[src/rtl/sapq_pkg.sv]
// Shared constants, codes and control types for the sorted-array priority queue.
package sapq_pkg;

  localparam int CAPACITY_DEF = 16;
  localparam int KEY_BITS_DEF = 32;

  localparam int KEY_IN_BITS = 32;
  localparam int COUNT_BITS  = 5;
  localparam int IN_BITS     = 40;
  localparam int OUT_BITS    = 40;

  localparam logic OP_INSERT = 1'b0;
  localparam logic OP_REMOVE = 1'b1;

  typedef enum logic [2:0] {
    ST_IDLE,
    ST_INS_RD,
    ST_INS_CMP,
    ST_REM_CAP,
    ST_EMIT
  } state_t;

  // controller to datapath
  typedef struct packed {
    logic load_ins;
    logic load_rem;
    logic load_refuse;
    logic rd_pos;
    logic shift;
    logic place;
    logic cap_front;
    logic emit;
  } cmd_t;

  // datapath to controller
  typedef struct packed {
    logic full;
    logic empty;
    logic left_zero;
    logic greater;
    logic out_free;
  } sts_t;

endpackage

[src/rtl/sorted_array_priority_queue.sv]
// Top level of the sorted-array min-priority queue.
//
//  channel   dir  signals                     content
//  s_axis    in   s_tvalid s_tready s_tdata   opcode, key_in
//  m_axis    out  m_tvalid m_tready m_tdata   done_res, front_valid, front_key,
//                                             entry_count, is_full
//
// Insert: the walk reads keys from the tail toward the head; each key greater than
// the new key moves up one slot, and the new key fills the last hole. Each moved key
// costs one read and one write through the key store's single read port with its
// read register. Remove passes through ST_REM_CAP; a refused word goes to ST_EMIT.
// Reset empties the queue at once; the key store holds no reset.
// A result waits in the output register while the next word is taken in.
module sorted_array_priority_queue
  import sapq_pkg::*;
#(
  parameter int CAPACITY = CAPACITY_DEF,
  parameter int KEY_BITS = KEY_BITS_DEF
) (
  input  logic                clk,
  input  logic                rst,
  input  logic                s_tvalid,
  output logic                s_tready,
  input  logic [IN_BITS-1:0]  s_tdata,  // [0] opcode, [32:1] key_in, [39:33] zero
  output logic                m_tvalid,
  input  logic                m_tready,
  output logic [OUT_BITS-1:0] m_tdata   // [0] done_res, [1] front_valid,
                                        // [33:2] front_key, [38:34] entry_count,
                                        // [39] is_full
);

  cmd_t cmd;
  sts_t sts;

  sapq_ctrl u_ctrl (
    .clk      (clk),
    .rst      (rst),
    .in_valid (s_tvalid),
    .opcode   (s_tdata[0]),
    .sts      (sts),
    .in_ready (s_tready),
    .cmd      (cmd)
  );

  sapq_dpath #(
    .CAPACITY (CAPACITY),
    .KEY_BITS (KEY_BITS)
  ) u_dpath (
    .clk       (clk),
    .rst       (rst),
    .cmd       (cmd),
    .sts       (sts),
    .in_data   (s_tdata),
    .out_valid (m_tvalid),
    .out_ready (m_tready),
    .out_data  (m_tdata)
  );

endmodule

[src/rtl/sapq_ram.sv]
// Generic single-write, single-read RAM with registered read data.
module sapq_ram #(
  parameter int WIDTH = 32,
  parameter int DEPTH = 16
) (
  input  logic                     clk,
  input  logic                     we,
  input  logic [$clog2(DEPTH)-1:0] waddr,
  input  logic [WIDTH-1:0]         wdata,
  input  logic [$clog2(DEPTH)-1:0] raddr,
  output logic [WIDTH-1:0]         rdata
);

  logic [WIDTH-1:0] mem [DEPTH];

  always_ff @(posedge clk) begin
    if (we) begin
      mem[waddr] <= wdata;
    end
    rdata <= mem[raddr];
  end

endmodule

[src/rtl/sapq_ctrl.sv]
// Controller state machine: sequences insert walks, removes and result hand-off.
module sapq_ctrl
  import sapq_pkg::*;
(
  input  logic clk,
  input  logic rst,
  input  logic in_valid,
  input  logic opcode,
  input  sts_t sts,
  output logic in_ready,
  output cmd_t cmd
);

  state_t state;
  state_t state_next;

  always_ff @(posedge clk) begin
    if (rst) begin
      state <= ST_IDLE;
    end else begin
      state <= state_next;
    end
  end

  always_comb begin
    state_next = state;
    case (state)
      ST_IDLE: begin
        if (in_valid) begin
          if (opcode == OP_INSERT) begin
            state_next = sts.full ? ST_EMIT : ST_INS_RD;
          end else begin
            state_next = sts.empty ? ST_EMIT : ST_REM_CAP;
          end
        end
      end
      ST_INS_RD: begin
        state_next = sts.left_zero ? ST_EMIT : ST_INS_CMP;
      end
      ST_INS_CMP: begin
        state_next = sts.greater ? ST_INS_RD : ST_EMIT;
      end
      ST_REM_CAP: begin
        state_next = ST_EMIT;
      end
      ST_EMIT: begin
        if (sts.out_free) begin
          state_next = ST_IDLE;
        end
      end
      default: begin
        state_next = ST_IDLE;
      end
    endcase
  end

  always_comb begin
    cmd      = '0;
    in_ready = 1'b0;
    case (state)
      ST_IDLE: begin
        in_ready = 1'b1;
        if (in_valid) begin
          if (opcode == OP_INSERT) begin
            cmd.load_ins    = !sts.full;
            cmd.load_refuse = sts.full;
          end else begin
            cmd.load_rem    = !sts.empty;
            cmd.load_refuse = sts.empty;
          end
        end
      end
      ST_INS_RD: begin
        cmd.rd_pos = !sts.left_zero;
        cmd.place  = sts.left_zero;
      end
      ST_INS_CMP: begin
        cmd.shift = sts.greater;
        cmd.place = !sts.greater;
      end
      ST_REM_CAP: begin
        cmd.cap_front = 1'b1;
      end
      ST_EMIT: begin
        cmd.emit = sts.out_free;
      end
      default: begin
        cmd = '0;
      end
    endcase
  end

endmodule

[src/rtl/sapq_dpath.sv]
// Datapath: ring pointers, key store, front key register and result register.
module sapq_dpath
  import sapq_pkg::*;
#(
  parameter int CAPACITY = CAPACITY_DEF,
  parameter int KEY_BITS = KEY_BITS_DEF
) (
  input  logic                clk,
  input  logic                rst,
  input  cmd_t                cmd,
  output sts_t                sts,
  input  logic [IN_BITS-1:0]  in_data,
  output logic                out_valid,
  input  logic                out_ready,
  output logic [OUT_BITS-1:0] out_data
);

  localparam int IW = $clog2(CAPACITY);
  localparam int CW = $clog2(CAPACITY + 1);
  localparam logic [IW-1:0] LAST_IDX = IW'(CAPACITY - 1);

  logic [IW-1:0]       head;
  logic [IW-1:0]       tail;
  logic [CW-1:0]       count;
  logic [IW-1:0]       pos;
  logic [IW-1:0]       slot;
  logic [CW-1:0]       left;
  logic [KEY_BITS-1:0] key;
  logic [KEY_BITS-1:0] front;
  logic                done;

  logic [KEY_BITS-1:0] key_new;
  logic [IW-1:0]       head_inc;
  logic [IW-1:0]       tail_inc;
  logic [IW-1:0]       pos_dec;
  logic                ram_we;
  logic [IW-1:0]       ram_raddr;
  logic [KEY_BITS-1:0] ram_wdata;
  logic [KEY_BITS-1:0] ram_rdata;
  logic                res_valid;
  logic [KEY_IN_BITS-1:0] res_key;

  function automatic logic is_full_bit(input logic [CW-1:0] c);
    return (c == CW'(CAPACITY));
  endfunction

  assign key_new  = KEY_BITS'(in_data[KEY_IN_BITS:1]);
  assign head_inc = (head == LAST_IDX) ? '0 : head + 1'b1;
  assign tail_inc = (tail == LAST_IDX) ? '0 : tail + 1'b1;
  assign pos_dec  = (pos == '0) ? LAST_IDX : pos - 1'b1;

  assign sts.full      = (count == CW'(CAPACITY));
  assign sts.empty     = (count == '0);
  assign sts.left_zero = (left == '0);
  assign sts.greater   = (ram_rdata > key);
  assign sts.out_free  = !out_valid || out_ready;

  // a shifted key moves up into the hole; the new key fills the last hole
  assign ram_we    = cmd.shift || cmd.place;
  assign ram_wdata = cmd.shift ? ram_rdata : key;
  assign ram_raddr = cmd.rd_pos ? pos : head_inc;

  sapq_ram #(
    .WIDTH (KEY_BITS),
    .DEPTH (CAPACITY)
  ) u_ram (
    .clk   (clk),
    .we    (ram_we),
    .waddr (slot),
    .wdata (ram_wdata),
    .raddr (ram_raddr),
    .rdata (ram_rdata)
  );

  always_ff @(posedge clk) begin
    if (rst) begin
      head      <= '0;
      tail      <= LAST_IDX;
      count     <= '0;
      left      <= '0;
      out_valid <= 1'b0;
    end else begin
      if (cmd.load_ins) begin
        tail  <= tail_inc;
        count <= count + 1'b1;
        left  <= count;
      end else if (cmd.load_rem) begin
        head  <= head_inc;
        count <= count - 1'b1;
      end
      if (cmd.shift) begin
        left <= left - 1'b1;
      end
      if (cmd.emit) begin
        out_valid <= 1'b1;
      end else if (out_ready) begin
        out_valid <= 1'b0;
      end
    end
  end

  always_ff @(posedge clk) begin
    if (cmd.load_ins) begin
      key  <= key_new;
      pos  <= tail;
      slot <= tail_inc;
      done <= 1'b1;
      if (count == '0 || key_new < front) begin
        front <= key_new;
      end
    end
    if (cmd.load_rem) begin
      done <= 1'b1;
    end
    if (cmd.load_refuse) begin
      done <= 1'b0;
    end
    if (cmd.shift) begin
      slot <= pos;
      pos  <= pos_dec;
    end
    if (cmd.cap_front) begin
      front <= ram_rdata;
    end
  end

  assign res_valid = (count != '0);
  assign res_key   = res_valid ? KEY_IN_BITS'(front) : '0;

  always_ff @(posedge clk) begin
    if (cmd.emit) begin
      out_data <= {is_full_bit(count), COUNT_BITS'(count), res_key, res_valid, done};
    end
  end

  a_count_bound: assert property (@(posedge clk) disable iff (rst)
    count <= CW'(CAPACITY))
    else $error("stored count above capacity");

  a_walk_bound: assert property (@(posedge clk) disable iff (rst)
    (cmd.rd_pos || cmd.shift) |-> (left != '0 && left < count))
    else $error("insert walk longer than the stored run");

  a_emit_free: assert property (@(posedge clk) disable iff (rst)
    cmd.emit |-> sts.out_free)
    else $error("result loaded over an untaken word");

  a_no_write_idle: assert property (@(posedge clk) disable iff (rst)
    (cmd.load_ins || cmd.load_rem || cmd.load_refuse) |-> !ram_we)
    else $error("key store written while taking a new word");

endmodule
[config.mk]
export PLATFORM = sky130hd
export DESIGN_NAME = sorted_array_priority_queue
export DESIGN_NICKNAME = d
export VERILOG_FILES = /design/src/rtl/sapq_pkg.sv /design/src/rtl/sorted_array_priority_queue.sv /design/src/rtl/sapq_ram.sv /design/src/rtl/sapq_ctrl.sv /design/src/rtl/sapq_dpath.sv
export SDC_FILE = /design/constraint.sdc
export NUM_CORES = 1
export LEC_CHECK = 0
export ABC_CLOCK_PERIOD_IN_PS = 6820
export BUFFER_PORTS_ARGS = -buffer_cell sky130_fd_sc_hd__buf_4
export CORE_UTILIZATION = 40
export CTS_CLUSTER_DIAMETER = 60
export DETAILED_ROUTE_END_ITERATION = 16
export GPL_ROUTABILITY_DRIVEN = 0
export PLACE_DENSITY = 0.56
export RECOVER_POWER = 50
export SETUP_SLACK_MARGIN = 0.15
export SYNTH_ARGS = -nofsm -noshare
export SYNTH_HDL_FRONTEND = slang
export SYNTH_SLANG_ARGS = --single-unit
[constraint.sdc]
create_clock -name clk -period 6.82 [get_ports clk]
set_clock_uncertainty 0.15 [all_clocks]
set_input_delay 0.341 -clock clk [delete_from_list [all_inputs] [get_ports clk]]
set_output_delay 0.341 -clock clk [all_outputs]
set_load 0.1 [all_outputs]
=== Word-level counts from Yosys, hierarchy flattened ===
Memory sizes are Yosys's and may differ from the RTL's. A register that Yosys moved wholly into a read port is not among the register bits.
Cells that the tools add are included.

* Add/sub/neg operators: 6
* Order comparisons: 2
* Equal/unequal tests: 9
* Mux-type cells: 41
* Bitwise logic cells: 1
* Reduce and logical (&&, ||, !) cells: 21

{| class="wikitable"
|+ Operators by type and width
! cell !! number
|-
| $mux 32 || 4
|-
| $gt 32x32->1 || 1
|-
| $lt 32x32->1 || 1
|-
| $mux 4 || 8
|-
| $mux 3 || 9
|-
| $mux 5 || 4
|-
| $pmux 3 s5 || 1
|-
| $mux 1 || 14
|-
| $logic_not 5->1 || 2
|-
| $reduce_bool 2->1 || 5
|-
| $sub 5x1->5 const B || 2
|-
| $add 4x1->4 const B || 2
|-
| $eq 4x4->1 const B || 2
|-
| $eq 3x2->1 const B || 2
|-
| $reduce_and 2->1 || 3
|-
| $add 5x1->5 const B || 1
|-
| $eq 5x5->1 const B || 1
|-
| $logic_not 1->1 || 5
|-
| $reduce_bool 5->1 || 1
|-
| $logic_not 4->1 || 1
|-
| $sub 4x1->4 const B || 1
|-
| $eq 3x1->1 const B || 1
|-
| $eq 3x3->1 const B || 1
|-
| $logic_not 3->1 || 1
|-
| 5 further kinds || 7
|}

* Register bits after elaboration: 135
* Bits in writable memories: 512
* Output and inout port bits: 42
* Logic and storage cells: 94
* Memories: 1

{| class="wikitable"
|+ Memory list
! memory !! depth !! bits a word !! read ports !! clocked after memory_dff !! write ports !! RTL line !! source
|-
| u_dpath.u_ram.mem || 16 || 32 || 1 || 1 || 1 || sapq_ram.sv:14 || <nowiki>logic [WIDTH-1:0] mem [DEPTH];</nowiki>
|}

=== Logic depth before layout (Yosys ltp) ===
Gate-level depths: netlist of the first run.

* Depth after elaboration: 7
* Gate-level depth with buffers: 11
* Gate-level depth less buffers: 9

=== Cells and area by module ===
A second synthesis of the first run with hierarchy kept.

* Cells, all modules: 1,498
* Area total of the unflattened synthesis: 27,206.1 um2

{| class="wikitable"
|+ By module, submodules not included
! module !! instances !! cells an instance !! area each (um2) !! sequential area each (um2)
|-
| sapq_ram || 1 || 838 || 19,854.0 || 16,015.4
|-
| sapq_dpath || 1 || 630 || 7,106.8 || 3,763.6
|-
| sapq_ctrl || 1 || 30 || 245.2 || 60.1
|}

=== Worst setup path before layout of the first run ===
Ideal clock, no wire load.

* Path type: reg2reg
* Start: register u_dpath.left[0]
* End: memory u_dpath.u_ram.mem[0][0], enable pin
* Setup time: 0.513 ns
* Arrival: 4.809 ns
* Data required time: 6.157 ns
* Setup slack: 1.348 ns
* Stages on the path, launching flop included: 9
* Cell sequence: dfxtp_1 -> inv_1 -> ha_1 -> nor4b_4 -> a21oi_1 -> or2_2 -> clkbuf_1 -> nor2_1 -> nor4b_1

* Longest elaborated chain between the ends: 5

{| class="wikitable"
|+ Ends and longest elaborated chain
! item !! RTL line !! source
|-
| from (decl) || sapq_dpath.sv:27 || <nowiki>logic [CW-1:0] left;</nowiki>
|-
| from (signal assigned) || sapq_dpath.sv:86 || <nowiki>left <= count;</nowiki>
|-
| from (signal assigned) || sapq_dpath.sv:92 || <nowiki>left <= left - 1'b1;</nowiki>
|-
| $logic_not 5->1 || sapq_dpath.sv:54 || <nowiki>assign sts.left_zero = (left == '0);</nowiki>
|-
| $pmux 1 s2 || sapq_ctrl.sv:60 || <nowiki>case (state)</nowiki>
|-
| $logic_or 1x1->1 || sapq_dpath.sv:59 || <nowiki>assign ram_we = cmd.shift || cmd.place;</nowiki>
|-
| $mux 1 || sapq_ram.sv:17 || <nowiki>if (we) begin</nowiki>
|-
| $mux 1 (implied by the code) || sapq_ram.sv:18 || <nowiki>mem[waddr] <= wdata;</nowiki>
|-
| to (decl) || sapq_ram.sv:14 ||
|}

No other way between the ends.

=== Worst setup path after layout of the first run ===
* Start: register u_dpath.left[0]
* End: memory u_dpath.u_ram.mem[14][20], enable pin

Same word-level chain as after synthesis.

==> out/qor.txt, run 1 <==
outcome: finished, violations left
failing checks: capacitance limit, slew limit
overall die area: 69100 um^2
Setup crit end kind: flop
worst hold-check path type: reg -> reg
Slew Viols, Final: 472
IO buf count: 78
CP arrival: 5390 ps
Crit path buffers/inverters: 2
CTS H-tree lvls: 3
syn_area_per_cell: 18.4 um^2
Yosys cell types: 57
Routed Antenna Nets: 0
sequential fraction of the synthesis area: 0.729
CTS Buffer Depth: 3
FFs w/ async S/R, synth: 0
cell area after synthesis: 27200 um^2
detailed-route via count: 14100
Clock transition at path regs: 60 ps
post_cts resized: 0
Relative slew margins: -1.13
total of max-cap violations: 18
commonest cells after routing, fill and taps aside: edfxtp_1, mux4_2, clkbuf_1, inv_1, clkbuf_16
Post-Synth Adder-Cell Area: 0.0329
Synth Area in Compound Gates: 0.0413
CP max-delay cell: clkbuf_1
largest family of logic cells by synthesized area: multiplexers
Flop pwr share: 0.430
commonest non-fill, non-tap cell in the layout: edfxtp_1
cell row count: 95
initial core utilization: 0.404
Max Fclk: 186 MHz
Top FF cell, synth: edfxtp_1
syn nets: 1594
multiplexer area fraction after synthesis: 0.134
DRT iter0 DRCs: 1158
gr usage total: 0.188
#FFs+latches synth: 679
Comb pwr share: 0.275
CTS Sinks: 679
Die W: 263 um
internal power: 8810 uW
nets: 1757
Net Sw Frac: 0.322
initial antenna violation count: 0
min Tclk post-route: 5380 ps
P&R area growth vs syn: 14.9%
largest net degree at the start of global routing: 67
Ys Warns: 0
simple-gate area share of the yosys netlist: 0.0375
DRC Markers: 0
clk_lat worst skew: 610 ps
post-cts hold buffer count: 38
CTS tree: yes
root buffer cell: clkbuf_16
most used cell, CP: nor2_1
I/O Pins: 86
post-synthesis cell count: 1479
final hold vios: 0
# Post-CTS Setup Buffers: 0
Post-Synth XOR/XNOR Area: 0.00290
Critical Path Max Stage Delay: 1840 ps
switching pwr: 4180 uW
Std-Cell Core Area: 67300 um^2
worst-margin pin slew: 3190 ps
Peak VDD IR: 0.230 mV
worst path cell trace: inv_1 > ha_1 > nor4b_1 > a21oi_1 > or2_0 > nor2_1 > nand2_1 > nor2_1 > clkbuf_1
# setup viols final: 0
drt pass-1 iters: 5
total congestion overflow: 0
clock share of power: 0.294
crit path kind: reg -> reg
first-pass GRT wire length: 94.8 mm
chip height: 263 um
Lkg Pwr: 0.0104 uW
PD cells: 416 nW/um^2
startpoint types: flop
crit share post-route: 0.788
WP data required: 6830 ps
Largest delay share family, worst path: simple AND/OR/NAND/NOR gates
total power: 13000 uW
share of layout cells above drive strength 1: 0.192
vias in the first global route: 14400
CTS buffer count: 70
RSZ-0062 raised after global routing: false
utilization after layout: 0.464
EDFF count, synth: 624
critical path fanouts, max: 25
Post-Route Setup TNS: 0 ps
wire per inst: 25.0 um
DP HPWL: 35.4 mm
final wirelength: 64.3 mm
vias per inst: 5.48
==> registers in the layout, indices dropped and copies added (netlist names) <==
name,count
u_dpath.pos,4
u_ctrl.state,3
u_dpath.out_data,40
u_dpath.out_valid,1
u_dpath.u_ram.mem,512
u_dpath.count,5
u_dpath.u_ram.rdata,32
u_dpath.front,32
u_dpath.left,5
u_dpath.head,4
u_dpath.slot,4
u_dpath.tail,4
u_dpath.done,1
u_dpath.key,32
==> final timing paths <==
path	startpoint	end	slack, ps	cells past startpoint
min	u_dpath.done$_SDFFE_PP0P_	u_dpath.out_data[0]$_DFFE_PP_	280	0
max reg2reg	u_dpath.left[0]$_SDFFE_PP0P_	u_dpath.u_ram.mem[14][20]$_DFFE_PP_	1440	9
min reg2reg	u_dpath.done$_SDFFE_PP0P_	u_dpath.out_data[0]$_DFFE_PP_	280	0
max	u_dpath.left[0]$_SDFFE_PP0P_	u_dpath.u_ram.mem[14][20]$_DFFE_PP_	1440	9
==> per-stage QoR <==
stage          area, um^2  hold WS, ps  cells  setup slack [ps]
2_1_floorplan       27200          259   1479              1350
3_3_place_gp        29100          267   2405              2240
3_5_place_dp        29100          270   2405              2250
4_1_cts             31700          285   2570              2310
5_1_grt             31200          301   2570              1130
6_report            31200          283   2571              1440
==> layer usage <==
| layer | share of wire | up-vias | track usage |
|---|---|---|---|
| li1 | - | 6224 | - |
| met3 | 0.052 | 63 | 0.0284 |
| met5 | 0 | - | 0 |
| met4 | 0.019 | 0 | 0.0585 |
| met1 | 0.44 | 7414 | 0.260 |
| met2 | 0.49 | 379 | 0.308 |
==> power by group through the flow <==
stage,Clock [uW],Sequential [uW],Combinational (uW)
2_1_floorplan,0,6080,2210
3_3_place_gp,0,5660,3670
3_5_place_dp,0,5680,3710
4_1_cts,3910,5590,3740
5_1_grt,4070,5650,3900
6_report,3830,5590,3580
==> synth_stat cells (4+ instances only) <==
cell type,n,area share
nor4_1,4,0.00092
nand4_1,12,0.0028
a21oi_1,42,0.0077
mux4_2,128,0.11
ha_1,70,0.032
inv_1,79,0.011
nor2b_1,10,0.0023
clkbuf_1,28,0.0039
buf_4,13,0.0036
nand2_1,71,0.0098
nand2b_1,6,0.0014
a211o_1,4,0.0013
nor2_1,64,0.0088
nor3_1,11,0.0020
xnor2_1,7,0.0023
mux2_2,65,0.027
nand3_1,10,0.0018
a21o_1,8,0.0022
edfxtp_1,624,0.69
a22oi_1,64,0.018
dfxtp_1,55,0.040
o21ai_0,25,0.0046
and3_1,6,0.0014
buf_2,20,0.0037
==> cell type report <==
class	count	area, um^2
Multi-Input combinational cell	659	6820
Sequential cell	679	19800
Timing Repair Buffer	153	916
Antenna cell	1	2.50
Clock inverter	30	313
Inverter	79	297
Clock buffer	97	1970
Fill cell	5796	36000
Tap cell	873	1090
==> kinds of logic after synthesis <==
| kind of cell | after synthesis |
|---|---|
| adder cells (fa/ha/maj) | 71 |
| AND/OR/NAND/NOR | 213 |
| AO/OA/AOI/OAI | 170 |
| XOR/XNOR | 9 |
| buffers and inverters | 141 |
| flip-flops | 679 |
| multiplexers | 196 |
Note: power is estimated with default switching activity, not from simulation.
==> run 2, diff against run 1 <==
- ABC_CLOCK_PERIOD_IN_PS: 6820 -> 4850
- PLACE_DENSITY: 0.56 -> 0.58
- clock period: 6.82 -> 4.85 ns (I/O delays scaled with it)
==> run 2 against run 1 <==
  * The flow still finishes with violations (capacitance limit, slew limit)
  * Clock power grew 41%
  * Sequential share of layout area shrank 0.33 points
  * First-iteration DRC count is 1.7% higher
  * Worst hold slack got worse by 2.5 ps
  * Worst setup slack lost 810 ps
  * Global-route usage decreased by 0.37 points
  * Maximum frequency grew 27%
  * Flip-flop and latch count unchanged
  * Combinational power rose by 42%
  * Wire length down 2.3%
==> out/qor.txt, run 2 (same netlist as run 1, synthesis figures left out) <==
Largest regs: u_dpath.u_ram.mem: 512 flops, u_dpath.out_data: 40 flops
# setup viols final: 0
startpoint types: flop
CP max-delay cell: clkbuf_1
outcome: finished, violations left
first-pass GRT wire length: 94.2 mm
failing checks: capacitance limit, slew limit
Max Fclk: 237 MHz
cell row count: 95
wire per inst: 24.4 um
CTS buffer count: 72
worst path cell trace: inv_1 > ha_1 > nor4b_1 > a21oi_1 > or2_0 > nor2_1 > nand2_1 > nor2_4 > clkbuf_1
IO buf count: 78
root buffer cell: clkbuf_16
DRC Markers: 0
placed instance count: 2405
min Tclk post-route: 4220 ps
total of max-cap violations: 3
Peak VDD IR: 0.303 mV
crit share post-route: 0.869
Relative slew margins: -0.786
final hold vios: 0
Final Cell Area: 31400 um^2
WP data required: 4910 ps
RSZ-0062 raised after global routing: false
Largest delay share family, worst path: simple AND/OR/NAND/NOR gates
PD cells: 584 nW/um^2
Crit path buffers/inverters: 2
non-filler cells, final: 2578
Largest Register: u_dpath.u_ram.mem
commonest non-fill, non-tap cell in the layout: edfxtp_1
CTS tree: yes
vias in the first global route: 14700
drt pass-1 iters: 5
# fillers: 5705
critical path fanouts, max: 14
worst hold-check path type: reg -> reg
nets: 1759
final wirelength: 62.9 mm
I/O Pins: 86
Std-Cell Core Area: 67300 um^2
placed inst area: 29100 um^2
Critical Path Max Stage Delay: 920 ps
share of layout cells above drive strength 1: 0.198
commonest cells after routing, fill and taps aside: edfxtp_1, mux4_2, clkbuf_1, inv_1, clkbuf_16
Setup crit end kind: flop
crit path kind: reg -> reg
setup ws final: 633 ps
worst-margin pin slew: 2680 ps
FF+latch area: 19800 um^2
detailed-route via count: 14000
CP arrival: 4270 ps
clk_lat worst skew: 610 ps
# Post-CTS Setup Buffers: 0
total congestion overflow: 0
largest net degree at the start of global routing: 78
post_cts resized: 0
chip height: 263 um
CTS H-tree lvls: 3
utilization after layout: 0.467
CTS Buffer Depth: 3
gr usage total: 0.185
footprint of the multi-input gates: 6850 um^2
overall die area: 69100 um^2
initial core utilization: 0.404
CTS Sinks: 679
initial antenna violation count: 0
Place WS: 867 ps
Largest register FFs: 512
Clock transition at path regs: 50 ps
Lkg Pwr: 0.0105 uW
DP HPWL: 35.5 mm
Routed Antenna Nets: 0
P&R area growth vs syn: 15.5%
Die W: 263 um
Slew Viols, Final: 107
vias per inst: 5.43
DRT iter0 DRCs: 1178
run 2: worst reg2reg max path, cell delays in order, from the launching register on:
cell and delay [ps]:
dfxtp_1 330, inv_1 60, ha_1 200, nor4b_1 700, a21oi_1 120, or2_0 380
nor2_1 190, nand2_1 220, nor2_4 530, clkbuf_1 930
run 2: power by group:
part	internal (uW)	switching, uW
Combinational	1740	3350
Clock	3200	2200
Sequential	7520	330
Total	12500	5880
run 2: stage by stage:
step	setup TNS [ps]	hold slack (ps)	power, uW
after floorplan	-23350	191	11700
after global placement	0	266	13100
after detailed placement	0	270	13200
after CTS	0	211	18700
after global routing	0	287	19200
final	0	280	18300
run 2: layer usage:
metal	global-route usage	up-vias	share of wire
met4	0.0599	0	0.023
met2	0.314	332	0.50
met5	0	-	0
li1	-	6236	-
met1	0.244	7343	0.43
met3	0.0260	87	0.048
run 2: repair_timing:
action | in CTS | in global routing
hold buffers | 38 | 0
setup endpoints to repair | 0 | 0
endpoints found under the hold margin | 81 | 0
run 2: path summary, 6_finish.rpt:
check / start / endpoint / slack [ps] / cells after the start
setup / recovery: u_dpath.left[0]$_SDFFE_PP0P_ / u_dpath.u_ram.mem[14][18]$_DFFE_PP_ / 630 / 9
hold / removal: u_dpath.done$_SDFFE_PP0P_ / u_dpath.out_data[0]$_DFFE_PP_ / 280 / 0
setup reg to reg: u_dpath.left[0]$_SDFFE_PP0P_ / u_dpath.u_ram.mem[14][18]$_DFFE_PP_ / 630 / 9
hold reg to reg: u_dpath.done$_SDFFE_PP0P_ / u_dpath.out_data[0]$_DFFE_PP_ / 280 / 0
run 2: area by class of cell:
class,instances,area share
Sequential cell,679,0.632
Multi-Input combinational cell,659,0.218
Clock buffer,114,0.0684
Tap cell,873,0.0348
Timing Repair Buffer,153,0.0321
Inverter,79,0.00944
Clock inverter,20,0.00570
Antenna cell,1,0.0000797
